### src/hsbm_pkg.sv
// ----------------------------------------------------------------------------
// hsbm_pkg
// Types, codes and constants shared by the two-wire sensor bus master.
// ----------------------------------------------------------------------------
package hsbm_pkg;

  localparam int unsigned CrPulses = 9;
  localparam logic [7:0]  MsbMask  = 8'h80;

  // Register index (byte address bits [3:2])
  typedef enum logic [1:0] {
    REG_TEMP_CMD  = 2'd0,
    REG_HUMID_CMD = 2'd1,
    REG_RESET_CMD = 2'd2,
    REG_TIMEOUT   = 2'd3
  } reg_idx_e;

  typedef enum logic [1:0] {
    KIND_TICK  = 2'd0,
    KIND_TEMP  = 2'd1,
    KIND_HUMID = 2'd2,
    KIND_RESET = 2'd3
  } kind_e;

  typedef enum logic [4:0] {
    P_IDLE, P_CR_REL, P_CR_SCKL, P_CR_HI, P_CR_LO, P_ST,
    P_WB_SET, P_WB_HI, P_WB_DLY, P_WB_LO, P_WB_REL, P_WB_ACKHI, P_WB_ACKLO,
    P_WAIT, P_RB_REL, P_RB_HI, P_RB_LO, P_RB_ACK, P_RB_ACKHI, P_RB_DLY,
    P_RB_ACKLO, P_RB_FREE
  } phase_e;

  typedef struct packed {
    logic [1:0] kind;
    logic       data_in;
  } in_item_t;

  typedef struct packed {
    logic        sck;
    logic        data_low;
    logic        busy_res;
    logic        done_res;
    logic [1:0]  error_count;
    logic [15:0] measured_value;
    logic [7:0]  checksum;
  } out_item_t;

  typedef struct packed {
    logic [7:0]  temp_command;
    logic [7:0]  humid_command;
    logic [7:0]  reset_command;
    logic [15:0] timeout_ticks;
  } cfg_t;

  // Transmission start: bit1 set selects SCK, else DATA; bit0 is the level
  // (data_low for DATA).
  function automatic logic [1:0] start_action(input logic [2:0] step);
    logic [1:0] a;
    unique case (step)
      3'd0:    a = 2'd0;
      3'd1:    a = 2'd2;
      3'd2:    a = 2'd3;
      3'd3:    a = 2'd1;
      3'd4:    a = 2'd2;
      3'd5:    a = 2'd3;
      3'd6:    a = 2'd0;
      default: a = 2'd2;
    endcase
    return a;
  endfunction

endpackage

### src/humidity_sensor_bus_master_core.sv
// ----------------------------------------------------------------------------
// humidity_sensor_bus_master_core
// Pin-level master for the two-wire humidity/temperature sensor bus.
// ----------------------------------------------------------------------------
//
//  channel | direction | handshake                | payload
//  --------+-----------+--------------------------+---------------------------
//  in      | input     | in_valid_i / in_stall_o  | in_item_i  (kind, data_in)
//  out     | output    | out_valid_o / out_stall_i| out_item_o (pins, status)
//  cfg     | input     | psel, penable, pready    | paddr, pwdata, prdata
//
//  Each transaction is one bus tick and yields exactly one result transaction.
//  A tick passes through the input register, then the sequencer step into the
//  output register. One tick is taken every cycle while the output does not
//  stall; the sequencer state loop (phase and counters updated in a single
//  step) sets that rate. Reset clears both pipeline registers, the sequencer
//  (idle, lines released) and the command registers (3, 5, 30, timeout 65535).
//  A stall on the output holds the result register and backs up to in_stall_o
//  only once the input register is also occupied.
//
module humidity_sensor_bus_master_core import hsbm_pkg::*; (
  input  logic        clk_i,
  input  logic        rst_ni,
  // tick stream
  input  logic        in_valid_i,
  output logic        in_stall_o,
  input  in_item_t    in_item_i,
  // result stream
  output logic        out_valid_o,
  input  logic        out_stall_i,
  output out_item_t   out_item_o,
  // register port
  input  logic        psel,
  input  logic        penable,
  input  logic        pwrite,
  input  logic [3:0]  paddr,
  input  logic [31:0] pwdata,
  output logic [31:0] prdata,
  output logic        pready
);

  logic      in_valid_q, in_valid_d;
  in_item_t  in_q;
  logic      out_valid_q, out_valid_d;
  out_item_t out_q;
  logic      advance;
  logic      in_accept;
  logic      cfg_wr;
  cfg_t      cfg_q;
  out_item_t seq_res;
  logic      seq_idle;
  reg_idx_e  reg_sel;

  // Step the sequencer when a tick is held and the result slot is free or
  // being emptied this cycle.
  assign advance    = in_valid_q && (!out_valid_q || !out_stall_i);
  assign in_stall_o = in_valid_q && !advance;
  assign in_accept  = in_valid_i && !in_stall_o;

  assign in_valid_d  = in_accept ? 1'b1 : (advance ? 1'b0 : in_valid_q);
  assign out_valid_d = advance ? 1'b1 : ((out_valid_q && !out_stall_i) ? 1'b0 : out_valid_q);

  always_ff @(posedge clk_i or negedge rst_ni) begin
    if (!rst_ni) begin
      in_valid_q  <= 1'b0;
      out_valid_q <= 1'b0;
    end else begin
      in_valid_q  <= in_valid_d;
      out_valid_q <= out_valid_d;
    end
  end

  // Payload registers: load on accept / advance, hold otherwise.
  always_ff @(posedge clk_i) begin
    if (in_accept) in_q  <= in_item_i;
    if (advance)   out_q <= seq_res;
  end

  assign out_valid_o = out_valid_q;
  assign out_item_o  = out_q;

  // Register port: zero-wait writes, register picked by address bits [3:2].
  assign pready  = 1'b1;
  assign cfg_wr  = psel && penable && pwrite && pready;
  assign reg_sel = reg_idx_e'(paddr[3:2]);

  always_ff @(posedge clk_i or negedge rst_ni) begin
    if (!rst_ni) begin
      cfg_q.temp_command  <= 8'd3;
      cfg_q.humid_command <= 8'd5;
      cfg_q.reset_command <= 8'd30;
      cfg_q.timeout_ticks <= 16'hFFFF;
    end else if (cfg_wr) begin
      unique case (reg_sel)
        REG_TEMP_CMD:  cfg_q.temp_command  <= pwdata[7:0];
        REG_HUMID_CMD: cfg_q.humid_command <= pwdata[7:0];
        REG_RESET_CMD: cfg_q.reset_command <= pwdata[7:0];
        REG_TIMEOUT:   cfg_q.timeout_ticks <= pwdata[15:0];
        default:       cfg_q               <= cfg_q;
      endcase
    end
  end

  always_comb begin
    unique case (reg_sel)
      REG_TEMP_CMD:  prdata = {24'd0, cfg_q.temp_command};
      REG_HUMID_CMD: prdata = {24'd0, cfg_q.humid_command};
      REG_RESET_CMD: prdata = {24'd0, cfg_q.reset_command};
      REG_TIMEOUT:   prdata = {16'd0, cfg_q.timeout_ticks};
      default:       prdata = '0;
    endcase
  end

  // Sequencer: advance one bus action per tick transaction.
  hsbm_seq u_seq (
    .clk_i     (clk_i),
    .rst_ni    (rst_ni),
    .advance_i (advance),
    .item_i    (in_q),
    .cfg_i     (cfg_q),
    .res_o     (seq_res),
    .idle_o    (seq_idle)
  );

  // A finished sequence always reports busy on its last tick.
  a_done_busy: assert property (@(posedge clk_i) disable iff (!rst_ni)
    out_valid_q |-> (!out_q.done_res || out_q.busy_res))
    else $error("done without busy");

  // A completed sequence returns the sequencer to idle.
  a_done_idle: assert property (@(posedge clk_i) disable iff (!rst_ni)
    (advance && seq_res.done_res) |=> seq_idle)
    else $error("sequencer not idle after done");

  // An empty result slot never backs up the input side.
  a_no_false_stall: assert property (@(posedge clk_i) disable iff (!rst_ni)
    !out_valid_q |-> !in_stall_o)
    else $error("input stalled with empty result slot");

  // A stepped tick always lands in the result register.
  a_advance_fills: assert property (@(posedge clk_i) disable iff (!rst_ni)
    advance |=> out_valid_q)
    else $error("result lost after advance");

endmodule

### src/hsbm_seq.sv
// ----------------------------------------------------------------------------
// hsbm_seq
// Bus sequencer: one bus action per advance, state held in registers.
// ----------------------------------------------------------------------------
module hsbm_seq import hsbm_pkg::*; (
  input  logic      clk_i,
  input  logic      rst_ni,
  input  logic      advance_i,
  input  in_item_t  item_i,
  input  cfg_t      cfg_i,
  output out_item_t res_o,
  output logic      idle_o
);

  phase_e      phase_q, phase_d;
  logic [1:0]  op_kind_q, op_kind_d;
  logic [3:0]  bit_idx_q, bit_idx_d;
  logic [1:0]  byte_idx_q, byte_idx_d;
  logic [7:0]  shift_q, shift_d;
  logic [15:0] wait_cnt_q, wait_cnt_d;
  logic [1:0]  errors_q, errors_d;
  logic [15:0] value_q, value_d;
  logic [7:0]  csum_q, csum_d;
  logic        sck_q, sck_d;
  logic        dlow_q, dlow_d;
  logic        busy, done;
  logic [1:0]  act;
  logic [16:0] wait_inc;
  logic        add_err;

  assign idle_o = (phase_q == P_IDLE);

  always_comb begin
    phase_d    = phase_q;
    op_kind_d  = op_kind_q;
    bit_idx_d  = bit_idx_q;
    byte_idx_d = byte_idx_q;
    shift_d    = shift_q;
    wait_cnt_d = wait_cnt_q;
    errors_d   = errors_q;
    value_d    = value_q;
    csum_d     = csum_q;
    sck_d      = sck_q;
    dlow_d     = dlow_q;
    busy       = 1'b1;
    done       = 1'b0;
    add_err    = 1'b0;
    act        = start_action(bit_idx_q[2:0]);
    wait_inc   = {1'b0, wait_cnt_q} + 17'd1;

    if (phase_q == P_IDLE) begin
      if (item_i.kind == KIND_TICK) begin
        busy = 1'b0;
      end else begin
        op_kind_d  = item_i.kind;
        errors_d   = '0;
        bit_idx_d  = '0;
        byte_idx_d = '0;
        wait_cnt_d = '0;
        phase_d    = (item_i.kind == KIND_RESET) ? P_CR_REL : P_ST;
        act        = start_action(3'd0);
        wait_inc   = 17'd1;
      end
    end

    if (busy) begin
      unique case (phase_d)
        P_CR_REL: begin
          dlow_d = 1'b0; phase_d = P_CR_SCKL;
        end
        P_CR_SCKL: begin
          sck_d = 1'b0; bit_idx_d = '0; phase_d = P_CR_HI;
        end
        P_CR_HI: begin
          sck_d = 1'b1; phase_d = P_CR_LO;
        end
        P_CR_LO: begin
          sck_d = 1'b0;
          if (bit_idx_d >= 4'(CrPulses - 1)) begin
            bit_idx_d = '0; phase_d = P_ST;
          end else begin
            bit_idx_d = bit_idx_d + 4'd1; phase_d = P_CR_HI;
          end
        end
        P_ST: begin
          if (act[1]) sck_d = act[0];
          else        dlow_d = act[0];
          if (bit_idx_d >= 4'd7) begin
            bit_idx_d = '0;
            shift_d   = (op_kind_d == KIND_TEMP)  ? cfg_i.temp_command :
                        (op_kind_d == KIND_HUMID) ? cfg_i.humid_command :
                                                    cfg_i.reset_command;
            phase_d   = P_WB_SET;
          end else begin
            bit_idx_d = bit_idx_d + 4'd1;
          end
        end
        P_WB_SET: begin
          dlow_d = ~|(shift_d & MsbMask); phase_d = P_WB_HI;
        end
        P_WB_HI:  begin sck_d = 1'b1; phase_d = P_WB_DLY; end
        P_WB_DLY: begin phase_d = P_WB_LO; end
        P_WB_LO: begin
          sck_d   = 1'b0;
          shift_d = {shift_d[6:0], 1'b0};
          if (bit_idx_d >= 4'd7) begin
            bit_idx_d = '0; phase_d = P_WB_REL;
          end else begin
            bit_idx_d = bit_idx_d + 4'd1; phase_d = P_WB_SET;
          end
        end
        P_WB_REL:   begin dlow_d = 1'b0; phase_d = P_WB_ACKHI; end
        P_WB_ACKHI: begin sck_d = 1'b1; phase_d = P_WB_ACKLO; end
        P_WB_ACKLO: begin
          add_err = item_i.data_in;
          sck_d   = 1'b0;
          if (op_kind_d == KIND_RESET) begin
            done = 1'b1; phase_d = P_IDLE;
          end else begin
            wait_cnt_d = '0; phase_d = P_WAIT;
          end
        end
        P_WAIT: begin
          if (!item_i.data_in) begin
            phase_d = P_RB_REL;
          end else if (wait_inc >= {1'b0, cfg_i.timeout_ticks}) begin
            add_err = 1'b1; phase_d = P_RB_REL;
          end else begin
            wait_cnt_d = wait_inc[15:0];
          end
        end
        P_RB_REL: begin
          dlow_d = 1'b0; bit_idx_d = '0; shift_d = '0; phase_d = P_RB_HI;
        end
        P_RB_HI: begin sck_d = 1'b1; phase_d = P_RB_LO; end
        P_RB_LO: begin
          if (item_i.data_in) shift_d = shift_d | (MsbMask >> bit_idx_d[2:0]);
          sck_d = 1'b0;
          if (bit_idx_d >= 4'd7) begin
            bit_idx_d = '0;
            if (byte_idx_d == 2'd0)      value_d = {shift_d, value_d[7:0]};
            else if (byte_idx_d == 2'd1) value_d = {value_d[15:8], shift_d};
            else                         csum_d  = shift_d;
            phase_d = P_RB_ACK;
          end else begin
            bit_idx_d = bit_idx_d + 4'd1; phase_d = P_RB_HI;
          end
        end
        P_RB_ACK:   begin dlow_d = (byte_idx_d < 2'd2); phase_d = P_RB_ACKHI; end
        P_RB_ACKHI: begin sck_d = 1'b1; phase_d = P_RB_DLY; end
        P_RB_DLY:   begin phase_d = P_RB_ACKLO; end
        P_RB_ACKLO: begin sck_d = 1'b0; phase_d = P_RB_FREE; end
        P_RB_FREE: begin
          dlow_d = 1'b0;
          if (byte_idx_d >= 2'd2) begin
            done = 1'b1; phase_d = P_IDLE;
          end else begin
            byte_idx_d = byte_idx_d + 2'd1; phase_d = P_RB_REL;
          end
        end
        default: begin
          phase_d = P_IDLE; busy = 1'b0;
        end
      endcase
    end

    // Saturate the error count
    if (add_err && errors_d != 2'd3) errors_d = errors_d + 2'd1;
  end

  always_comb begin
    res_o.sck            = sck_d;
    res_o.data_low       = dlow_d;
    res_o.busy_res       = busy;
    res_o.done_res       = done;
    res_o.error_count    = errors_d;
    res_o.measured_value = value_d;
    res_o.checksum       = csum_d;
  end

  always_ff @(posedge clk_i or negedge rst_ni) begin
    if (!rst_ni) begin
      phase_q    <= P_IDLE;
      op_kind_q  <= '0;
      bit_idx_q  <= '0;
      byte_idx_q <= '0;
      shift_q    <= '0;
      wait_cnt_q <= '0;
      errors_q   <= '0;
      value_q    <= '0;
      csum_q     <= '0;
      sck_q      <= 1'b0;
      dlow_q     <= 1'b0;
    end else if (advance_i) begin
      phase_q    <= phase_d;
      op_kind_q  <= op_kind_d;
      bit_idx_q  <= bit_idx_d;
      byte_idx_q <= byte_idx_d;
      shift_q    <= shift_d;
      wait_cnt_q <= wait_cnt_d;
      errors_q   <= errors_d;
      value_q    <= value_d;
      csum_q     <= csum_d;
      sck_q      <= sck_d;
      dlow_q     <= dlow_d;
    end
  end

endmodule
### config.mk
export PLATFORM = sky130hd
export DESIGN_NAME = humidity_sensor_bus_master_core
export DESIGN_NICKNAME = d
export VERILOG_FILES = /design/src/hsbm_pkg.sv /design/src/humidity_sensor_bus_master_core.sv /design/src/hsbm_seq.sv
export SDC_FILE = /design/constraint.sdc
export NUM_CORES = 1
export LEC_CHECK = 0
export ABC_AREA = 1
export BUFFER_PORTS_ARGS = -buffer_cell sky130_fd_sc_hd__buf_2
export CAP_MARGIN = 20
export CORE_MARGIN = 2
export CORE_UTILIZATION = 42
export CTS_BUF_LIST = sky130_fd_sc_hd__clkbuf_4 sky130_fd_sc_hd__clkbuf_8 sky130_fd_sc_hd__clkbuf_16
export DETAILED_ROUTE_END_ITERATION = 16
export GPL_TIMING_DRIVEN = 0
export SKIP_LAST_GASP = 1
export SLEW_MARGIN = 15
export SYNTH_ARGS = -nofsm -noshare
export SYNTH_HDL_FRONTEND = slang
export SYNTH_SLANG_ARGS = --single-unit
### constraint.sdc
create_clock -name clk_i -period 8.4 [get_ports clk_i]
set_input_delay 1.26 -clock clk_i [delete_from_list [all_inputs] [get_ports clk_i]]
set_output_delay 1.26 -clock clk_i [all_outputs]
set_load 0.01 [all_outputs]
# Word-level counts from Yosys, hierarchy flattened
# Cells that the tools add are included.
[totals] ff_bits=140 in_bits=46 output_inout_bits=65 word_cells=183
[op_classes] n_addsub=4 n_lt_le_gt_ge=5 n_eq_ne=35 n_shift=1 mux=77 n_bitwise=1 n_reduce_logical=34
[op_table] cell="16-bit two-way mux" count=10
[op_table] cell="32-bit one-hot mux with 4 select lines" count=1
[op_table] cell="5-bit one-hot mux with 21 select lines" count=1
[op_table] cell="8-bit two-way mux" count=10
[op_table] cell="5-bit by 4-bit == test with 1-bit output (second input constant)" count=8
[op_table] cell="5-bit two-way mux" count=7
[op_table] cell="17-bit two-way mux" count=2
[op_table] cell="4-bit two-way mux" count=8
[op_table] cell="16-bit one-hot mux with 2 select lines" count=1
[op_table] cell="8-bit one-hot mux with 4 select lines" count=1
[op_table] cell="5-bit == test (second input constant)" count=6
[op_table] cell="2-bit two-way mux" count=12
[op_table] cell="21-bit OR reduction" count=1
[op_table] cell="5-bit by 3-bit == test with 1-bit output (second input constant)" count=4
[op_table] cell="16-bit by 1-bit adder with 17-bit output (second input constant)" count=1
[op_table] cell="17-bit by 16-bit greater-or-equal comparator with 1-bit output" count=1
[op_table] cell="1-bit two-way mux" count=16
[op_table] cell="4-bit one-hot mux with 3 select lines" count=1
[op_table] cell="2-bit == test (second input constant)" count=5
[op_table] cell="5-bit by 2-bit == test with 1-bit output (second input constant)" count=2
[op_table] cell="8-bit bitwise OR" count=1
[op_table] cell="2-bit AND reduction" count=4
[op_table] cell="8-bit by 3-bit >> shifter with 8-bit output (first input constant)" count=1
[op_table] cell="1-bit logical AND" count=7
[op_table] cell="other kinds (30)" count=46

# Longest topological paths before layout
[logic_depth] ltp_word=11 ltp_mapped=27 depth_no_buf=24

# Modules after synthesis
# From an unflattened synthesis, not the netlist that was laid out.
[unflattened] hier_cells=1267 hier_area_um2=8969.9
[modules_own_cells] mod="hsbm_seq" instances=1 cells_each=959 area_per_inst_um2=5793.1 seq_area_each_um2=1626.6
[modules_own_cells] mod="humidity_sensor_bus_master_core" instances=1 cells_each=308 area_per_inst_um2=3176.8 seq_area_each_um2=2072.0

# Worst setup path after synthesis
# OpenSTA, ideal clock, no wires.
[synth_timing] kind="input port to flip-flop" start="in out_stall_i" end="reg out_q (netlist bit out_item_o[0]), enable pin" setup_ns=0.406 arrival_time_ns=2.927 t_required_ns=7.994 setup_slack_ns=5.067 stages=5 path_buffers=2 cell_sequence="nand2_1 -> inv_1 -> nor2_1 -> clkbuf_1 -> clkbuf_1"
[synth_via] elab_chain_cells=3
[synth_lines] item="start: declaration" line="humidity_sensor_bus_master_core.sv:30" source="input logic out_stall_i,"
[synth_lines] item="1-bit zero test" line="humidity_sensor_bus_master_core.sv:56" source="assign advance = in_valid_q && (!out_valid_q || !out_stall_i);"
[synth_lines] item="1-bit logical OR" line="humidity_sensor_bus_master_core.sv:56"
[synth_lines] item="1-bit logical AND" line="humidity_sensor_bus_master_core.sv:56"
[synth_lines] item="net advance" line="humidity_sensor_bus_master_core.sv:46" source="logic advance;"
[synth_lines] item="end signal: assignment" line="humidity_sensor_bus_master_core.sv:76" source="if (advance) out_q <= seq_res;"
[synth_lines] item="end: declaration" line="humidity_sensor_bus_master_core.sv:45" source="out_item_t out_q;"
# The timed path passes the listed nets, and every way through them passes these cells.
# A chain may end at the register's enable or synchronous reset.

==> impl_metrics.py <==
metrics = {
    "placed_design": {
        "io_buffer_count": 75,
        "pre_cts_ws_ns": 4.49,
        "dp_hpwl_um": 17900,
        "place_congestion": 0.915,
        "placed_area_mm2": 0.00960,
    },
    "layout": {
        "area_delta_synth_final_pct": 16.3,
        "drive_gt1_share_pct": 17.8,
        "diodes": 0,
        "num-nets-final": 1335,
        "final_cell_mix": "351 x nand2_1, 123 x inv_1, 98 x nor2_1",
        "final_common_cell": "nand2_1",
        "final_area_mm2": 0.0102,
        "nFillCells": 1965,
    },
    "sta": {
        "finalMaxSlewViolations": 0,
        "finalHoldViolations": 0,
        "slew_headroom_pct": 42.5,
        "finalCriticalPeriod_ns": 3.96,
        "max_clock_freq_mhz": 252,
        "fin_tns_setup_ns": 0,
        "postLayoutSetupSlackWorst_ns": 4.44,
        "finalSetupViolCount": 0,
        "holdWs_ns": 0.476,
        "period_share_pct": 47.2,
        "worst_slew_pin_slew_ns": 0.858,
        "rsz0062_at_grt": "no",
        "fin_skew_ns": 0.0123,
    },
    "clock_network": {
        "clock-sinks": 140,
        "cts_tree": "yes",
        "path_clk_slew_ns": 0.07,
        "clk_latency_ns": 0.43,
        "cts-resized-gates": 0,
        "cts_hold_buf": 0,
        "cts.htree.levels": 4,
        "cts_buffer_depth": 2,
        "cts-root-buf": "clkbuf_16",
        "cts_inserted_buffers": 17,
        "cts_setup_buffers": 0,
    },
    "yosys": {
        "syn_inst": 1151,
        "ys_seq_elements": 140,
        "synth-seq-area-share_pct": 42.2,
        "ys_async_sr_fraction_pct": 76.4,
        "ys.flop_type": "dfrtp_1",
        "yosys_warnings": 0,
        "synth_edf_count": 33,
        "ys_types": 55,
        "synth_area_per_cell_um2": 7.62,
        "netlist_area_mm2": 0.00877,
    },
    "critical_path": {
        "cp-start-kind": "flip-flop",
        "crit_path_end_kind": "flip-flop",
        "cp_max_fo": 10,
        "critical_path_class": "flip-flop to flip-flop",
        "rr_endpoint": "out_item_o[25]$_DFFE_PP_",
        "cp.required_ns": 8.59,
        "worst-r2r-cell-count": 23,
        "r2r_slack_ns": 4.44,
        "worstReg2RegStart": "in_q[2]$_DFFE_PP_",
        "critical_path_arrival_ns": 4.15,
    },
    "hold_path": {
        "min_to": "out_valid_o$_DFFE_PN0P_",
        "whs_path_depth": 2,
        "hp-class": "flip-flop to flip-flop",
        "worstHoldStart": "in_valid_q$_DFFE_PN0P_",
    },
    "power": {
        "p_leak_nw": 5.15,
        "clockPowerShare_pct": 23.2,
        "p_int_w": 0.00181,
        "p_switching_w": 0.00150,
        "pwr-share-comb_pct": 46.6,
        "p_sw_share_pct": 45.4,
        "ir_worst_vdd_mv": 0.180,
        "p_seq_share_pct": 30.2,
        "power_density_mw_per_mm2": 324,
    },
    "global_route": {
        "grt_pass1_vias": 7411,
        "overflow": 0,
        "grt_pass1_wl_um": 39100,
        "grt_max_degree": 83,
        "antenna_found_initial": 0,
        "track_usage_pct": 22.4,
    },
    "route": {
        "ant_nets": 0,
        "route.vias.total": 7912,
        "drtIter0Drc": 579,
        "detail_route.wl_per_cell_um": 15.4,
        "drc": 0,
        "dr.pass1.iters": 5,
        "wl_um": 23700,
        "vias_per_cell": 5.12,
    },
    "flow_run": {
        "maxCapViolCount": 0,
    },
    "floorplan": {
        "die_height_um": 148,
        "row_count": 52,
        "die_area_mm2": 0.0220,
        "core_area_mm2": 0.0204,
        "initial_core_util_pct": 43.1,
        "die_w_um": 148,
        "ios": 111,
    },
    "run_status": {
        "status": "completed",
    },
}
==> metrics by stage <==
step | cells | util (%) | total power (W)
2_1_floorplan | 1166 | - | 0.00211
6_report | 1545 | 50.1 | 0.00331
3_3_place_gp | 1511 | 46.8 | 0.00251
4_1_cts | 1545 | 50.1 | 0.00331
5_1_grt | 1545 | 50.1 | 0.00357
3_5_place_dp | 1513 | 47.1 | 0.00253
==> synthesized netlist by cell type (all sizes together), types with 2 or more instances <==
library cell / count / area share [%]
a21o: 2 / 0.17
a21oi: 54 / 3.1
a22oi: 4 / 0.34
a31oi: 12 / 0.86
and2: 2 / 0.14
and3: 3 / 0.21
buf: 33 / 2.9
clkbuf: 22 / 0.94
clkinv: 3 / 0.19
conb: 2 / 0.086
dfrtp: 83 / 24
dfstp: 24 / 7.2
edfxtp: 33 / 11
ha: 27 / 3.9
inv: 130 / 5.6
nand2: 364 / 16
nand3: 65 / 4.3
nand3b: 7 / 0.60
nand4: 9 / 0.64
nor2: 114 / 6.3
nor3: 19 / 1.1
o2111ai: 9 / 0.90
o211ai: 6 / 0.51
o21a: 2 / 0.17
o21ai: 103 / 6.7
o21bai: 4 / 0.34
o22ai: 2 / 0.14
o311ai: 4 / 0.40
or2: 3 / 0.21
xor2: 2 / 0.20
==> power by group through the flow <==
stage          sequential (W)  clock (W)  combinational (W)
2_1_floorplan        0.000977          0            0.00113
3_3_place_gp          0.00101          0            0.00151
3_5_place_dp          0.00101          0            0.00153
4_1_cts              0.000996   0.000781            0.00154
5_1_grt               0.00102   0.000811            0.00174
6_report             0.000999   0.000767            0.00154
==> how the worst max path moves through the flow <==
stage / slack (ns) / cells after the start / start / to
final: 4.44 / 23 / in_q[2]$_DFFE_PP_ / out_item_o[25]$_DFFE_PP_
after global routing: 4.18 / 23 / in_q[2]$_DFFE_PP_ / out_item_o[25]$_DFFE_PP_
after CTS: 4.48 / 23 / in_q[2]$_DFFE_PP_ / out_item_o[25]$_DFFE_PP_
after floorplan: 5.07 / 5 / out_stall_i / out_item_o[0]$_DFFE_PP_
after global placement: 4.02 / 6 / out_stall_i / out_item_o[24]$_DFFE_PP_
after detailed placement: 4.49 / 23 / in_q[2]$_DFFE_PP_ / out_item_o[25]$_DFFE_PP_
==> critical path, stage by stage, from the launching register on <==
cell      delay (ns)
edfxtp_1        0.45
nor2_2          0.23
inv_1           0.14
nand2_4         0.11
buf_8           0.16
clkbuf_1        0.39
nand3_1         0.22
inv_1           0.10
ha_1            0.25
nand2_1         0.10
inv_1           0.06
nand2_1         0.06
nand2_1         0.05
nand2_1         0.06
nand3_1         0.06
nand2_1         0.06
nand2_1         0.04
nand2_1         0.05
nand2_1         0.04
nand2_1         0.29
nand2_4         0.18
o21ai_1         0.31
o21ai_1         0.13
and2_1          0.19
==> cells by family after synthesis <==
group	after synthesis	share of synthesized area [%]
AO/OA/AOI/OAI	205	13.9
multiplexers	1	0.114
other	2	0.0856
buffers and inverters	188	9.60
XOR/XNOR	2	0.200
adder cells (fa/ha/maj)	27	3.85
AND/OR/NAND/NOR	586	30.0
flip-flops	140	42.2
==> area by class of cell <==
| class | instances | area, µm² | area share (%) |
|---|---|---|---|
| Timing Repair Buffer | 77 | 437 | 4.28 |
| Buffer | 55 | 334 | 3.28 |
| Sequential cell | 140 | 3700 | 36.3 |
| Clock buffer | 17 | 425 | 4.17 |
| Multi-Input combinational cell | 838 | 4280 | 42.0 |
| Clock inverter | 15 | 173 | 1.69 |
| Inverter | 133 | 509 | 4.99 |
| Tap cell | 270 | 338 | 3.31 |
==> sequential cells by signal (all words and copies together) (netlist names), 2 cells and up <==
register and count:
cfg_q 40, out_item_o 30, u_seq.value_q 16, u_seq.wait_cnt_q 16, u_seq.csum_q 8, u_seq.shift_q 8
u_seq.phase_q 5, u_seq.bit_idx_q 4, in_q 3, u_seq.byte_idx_q 2, u_seq.errors_q 2, u_seq.op_kind_q 2
==> layer usage <==
layer  wire [µm]  up-vias  share of wire, %  track usage, %
li1            -     3957                 -               -
met4         629        0               2.6            8.05
met1       11100     3678                47            31.8
met2       10800      232                46            35.2
met5           0        -                 0               0
met3        1160       45               4.9            3.28
(Power assumes the default switching activity.)
